`src/rwc_pkg.sv`:
```
package rwc_pkg;

   localparam int KernelHeight = 5;
   localparam int KernelWidth  = 5;
   localparam int Taps         = KernelHeight * KernelWidth;
   localparam int MaxWidth     = 1024;
   localparam int MaxHeight    = 4096;
   localparam int CoefFracBits = 16;
   localparam int CoefW        = 16;
   localparam int ChanW        = 8;
   localparam int PixW         = 3 * ChanW;
   localparam int ColW         = 10;
   localparam int RowW         = 12;
   localparam int WidthRegW    = 11;
   localparam int HeightRegW   = 13;
   localparam int AddrW        = $clog2(MaxWidth);
   localparam int TapIdxW      = 5;
   localparam int ProdW        = CoefW + ChanW;
   localparam int RowSumW      = ProdW + $clog2(KernelWidth);
   localparam int SumW         = ProdW + $clog2(Taps);
   localparam int QueueDepth   = 4;
   localparam int QueuePtrW    = $clog2(QueueDepth);
   localparam int QueueCntW    = $clog2(QueueDepth + 1);

   typedef enum logic {
      CMD_LOAD  = 1'b0,
      CMD_PIXEL = 1'b1
   } cmd_type;

   typedef enum logic {
      REG_WIDTH  = 1'b0,
      REG_HEIGHT = 1'b1
   } reg_type;

   typedef logic [PixW-1:0] pix_type;
   typedef pix_type [KernelHeight-2:0] line_word_type;
   typedef pix_type [KernelHeight-1:0][KernelWidth-1:0] window_type;

   typedef struct packed {
      window_type window;
      logic       last;
   } entry_type;

   typedef struct packed {
      logic                 en;
      logic [TapIdxW-1:0]   idx;
      logic [CoefW-1:0]     value;
   } coef_wr_type;

endpackage

```
`src/rwc_queue.sv`:
```
module rwc_queue (
   input  logic                               clock,
   input  logic                               reset,
   input  logic                               push,
   input  rwc_pkg::entry_type                 push_entry,
   input  logic                               pop,
   output logic                               valid,
   output rwc_pkg::entry_type                 head,
   output logic [rwc_pkg::QueueCntW-1:0]      count
);

   rwc_pkg::entry_type                 slot_ff [rwc_pkg::QueueDepth];
   logic [rwc_pkg::QueuePtrW-1:0]      wr_ff, wr_in;
   logic [rwc_pkg::QueuePtrW-1:0]      rd_ff, rd_in;
   logic [rwc_pkg::QueueCntW-1:0]      cnt_ff, cnt_in;

   always_comb begin
      wr_in  = push ? wr_ff + 1'b1 : wr_ff;
      rd_in  = pop ? rd_ff + 1'b1 : rd_ff;
      cnt_in = cnt_ff + {{(rwc_pkg::QueueCntW-1){1'b0}}, push}
                      - {{(rwc_pkg::QueueCntW-1){1'b0}}, pop};
   end

   always_ff @(posedge clock) begin
      if (reset) begin
         wr_ff  <= '0;
         rd_ff  <= '0;
         cnt_ff <= '0;
      end else begin
         wr_ff  <= wr_in;
         rd_ff  <= rd_in;
         cnt_ff <= cnt_in;
      end
   end

   always_ff @(posedge clock) begin
      if (push) begin
         slot_ff[wr_ff] <= push_entry;
      end
   end

   assign valid = (cnt_ff != '0);
   assign head  = slot_ff[rd_ff];
   assign count = cnt_ff;

endmodule

```
`config.mk`:
```
export PLATFORM = sky130hd
export DESIGN_NAME = rwc_queue
export DESIGN_NICKNAME = d
export VERILOG_FILES = /design/src/rwc_pkg.sv /design/src/rwc_queue.sv
export SDC_FILE = /design/constraint.sdc
export NUM_CORES = 2
export LEC_CHECK = 0
export ABC_AREA = 0
export BUFFER_PORTS_ARGS = -buffer_cell sky130_fd_sc_hd__buf_4
export CORE_MARGIN = 2
export CORE_UTILIZATION = 40
export DETAILED_ROUTE_END_ITERATION = 10
export PLACE_DENSITY = 0.67
export SKIP_CTS_REPAIR_TIMING = 1
export SKIP_LAST_GASP = 1
export SYNTH_ARGS = -nofsm -noshare
export SYNTH_HDL_FRONTEND = slang
export SYNTH_SLANG_ARGS = --single-unit
```
`constraint.sdc`:
```
create_clock -name clock -period 18.3 [get_ports clock]
set_input_delay 4.575 -clock clock [delete_from_list [all_inputs] [get_ports clock]]
set_output_delay 4.575 -clock clock [all_outputs]
set_load 0.02 [all_outputs]
```
==> impl_metrics.ini <==
[status]
status = finished, final reports clean

[global_route]
gr-total-overflow = 0
grt_usage = 0.188
antenna_found_initial = 64
first_global_vias = 41100
grt_max_degree = 146
grt_first_pass_wirelength_mm = 302

[sta]
hold_viol = 0
rsz0062_at_grt = no
fin_skew_ns = 0.0523
setup_violations = 0
relSlewSlack = 0.231
period_share = 0.534
final_max_slew_viol_count = 0
fmax_mhz = 102
tightest_slew_ns = 1.15
fin_crit_ns = 9.78
fin_setup_tns_ns = 0

[routing]
dr_total_vias = 40000
via_per_inst = 5.24
routed_wirelength_mm = 216
drt_iter0_markers = 3439
drc_errors = 0
antenna_left = 0
wl_per_cell_um = 28.3
firstDrtPassIters = 5

[floorplanning]
initial_core_util = 0.404
core_area_mm2 = 0.218
die_y_um = 473
die_x_um = 473
io_pins = 1210
rows = 171
fp.dieArea_mm2 = 0.223

[final_layout]
regArea_mm2 = 0.0724
nets = 5156
multiInputGateArea_mm2 = 0.0138
design_area_mm2 = 0.107
fill_cells = 17100
drive_above_1_share = 0.466
area_delta_synth_final_pct = 22.2
finish.utilization = 0.493

[yosys]
seq_area_frac_synth = 0.824
synth_nets = 3792
synth_warnings = 0
async_flop_share = 0
synth-seq-cells = 2413
ys.flop_type = edfxtp_1
netlist-cell-type-count = 21
syn_area_mm2 = 0.0878
synth_cells = 3180
synth_enable_flop_cells = 2404
syn_area_per_cell_um2 = 27.6

[clock_network]
cts_sinks = 2413
clk_pin_slew_ns = 0.06
h-tree-depth = 4
cts_tree = done
cts_made_buffers = 237
root_buffer = clkbuf_16
clockBufferDepth = 3
clkLatencyLatePin_ns = 0.82

[pwr]
ir_drop_uv = 97.6
power_density_mw_per_mm2 = 119
p_leak_nw = 35.5

[setup_path]
worst-path-stages = 5
r2r-end = slot_ff[2][354]$_DFFE_PP_
criticalPathCategory = reg -> out
slowest_stage = dfxtp_4
path_buf_inv = 4
worstPathMaxFanout = 104
cp.required_ns = 13.73
reg2reg_from = wr_ff[0]$_SDFFE_PP0P_
worstSetupEndpoint = head[128]
reg2reg_slack_ns = 13.96
critPathArrivalTime_ns = 5.20
crit_family = buffers and inverters
cp-end-kind = output port
cp_common_cell = buf_4
crit_path_start_kind = register
reg2reg_depth = 6
worstPathCellList = buf_12, buf_4, buf_4, mux4_2, buf_4
cp_slowest_stage_delay_ns = 0.91

[place]
hpwl_mm = 143
routabilityCongestion = 0.835
portBuffers = 1209
placed_area_mm2 = 0.0993

[worst_hold_path]
min_path_type = reg -> reg

[flow_run]
drv_cap = 0
-- cells by family (layout without fill, tap and decap cells) --
| logic type | after synthesis | count (layout) | synth area share |
|---|---|---|---|
| AOI/OAI and AO/OA | 2 | 2 | 0.000171 |
| and+or+nand+nor | 13 | 13 | 0.000798 |
| xor gates and xnor gates | 3 | 3 | 0.000470 |
| other | 0 | 32 | 0 |
| muxes | 602 | 602 | 0.154 |
| buffers and inverters | 140 | 1707 | 0.0190 |
| adders and majority gates | 7 | 7 | 0.00108 |
| DFF | 2413 | 2413 | 0.824 |
-- state kept, by name, indices dropped and copies added (netlist names), named ones only --
register / cells
rd_ff: 2
slot_ff: 2404
wr_ff: 2
count: 3
-- report_power, final --
part	leakage, nW	internal, W	switching [W]
Sequential	22.2	0.00636	0.0000600
Combinational	9.53	0.000633	0.000873
Clock	3.81	0.00277	0.00206
-- synth_stat cells, drive strengths merged, types with 2 or more instances --
cell | number | area share
nor2b | 2 | 0.00014
nor2 | 5 | 0.00021
ha | 6 | 0.00085
edfxtp | 2404 | 0.82
buf | 127 | 0.018
dfxtp | 9 | 0.0021
mux4 | 601 | 0.15
inv | 6 | 0.00026
and2 | 4 | 0.00028
clkbuf | 7 | 0.00030
xnor2 | 2 | 0.00020
-- layout make-up --
cell class | instances | area share
sequential | 2413 | 0.675
multi-input combinational | 627 | 0.128
timing repair buffer | 1259 | 0.0894
clock buffer | 276 | 0.0574
tap | 2854 | 0.0333
clock inverter | 166 | 0.0158
antenna | 32 | 0.000747
inverter | 6 | 0.000210
-- stage by stage --
stage	total power, W	setup slack (ns)	hold WS [ns]	instances
2_1_floorplan	0.00748	-0.793	0.492	3180
3_3_place_gp	0.00805	9.20	0.503	7159
4_1_cts	0.0129	8.26	0.537	7601
6_report	0.0128	8.52	0.538	7633
5_1_grt	0.0132	7.92	0.560	7619
3_5_place_dp	0.00807	9.19	0.527	7159
-- cell usage in the layout (no fill, tap or decap), drive strengths merged, types with 2 or more instances in the layout --
master,Yosys,final
diode,0,32
clkinv,0,123
mux4,601,601
dfxtp,9,9
edfxtp,2404,2404
clkbuf,7,276
buf,127,1259
and2,4,4
nor2b,2,2
nor2,5,5
ha,6,6
bufinv,0,25
inv,6,13
clkinvlp,0,11
xnor2,2,2
-- worst reg2reg max path, stage by stage, from the launching register on --
cell,delay [ns]
dfxtp_1,0.35
inv_1,0.09
ha_1,0.15
and2_4,0.67
buf_4,0.88
buf_4,0.83
buf_4,0.92
-- metal layers --
metal | wire (um) | track usage
met4 | 9790 | 0.0805
met1 | 81200 | 0.232
met5 | 442 | 0
met2 | 101000 | 0.291
met3 | 23500 | 0.0806
-- worst min-delay path by stage --
stage          slack [ns]  cells past startpoint                  start       end
2_1_floorplan        0.49                      2  rd_ff[1]$_SDFFE_PP0P_  register
3_3_place_gp         0.50                      2  rd_ff[0]$_SDFFE_PP0P_  register
3_5_place_dp         0.53                      2  rd_ff[1]$_SDFFE_PP0P_  register
4_1_cts              0.54                      2  rd_ff[1]$_SDFFE_PP0P_  register
5_1_grt              0.56                      2  rd_ff[1]$_SDFFE_PP0P_  register
6_report             0.54                      2  rd_ff[1]$_SDFFE_PP0P_  register
Note: power is estimated with default switching activity, not from simulation.
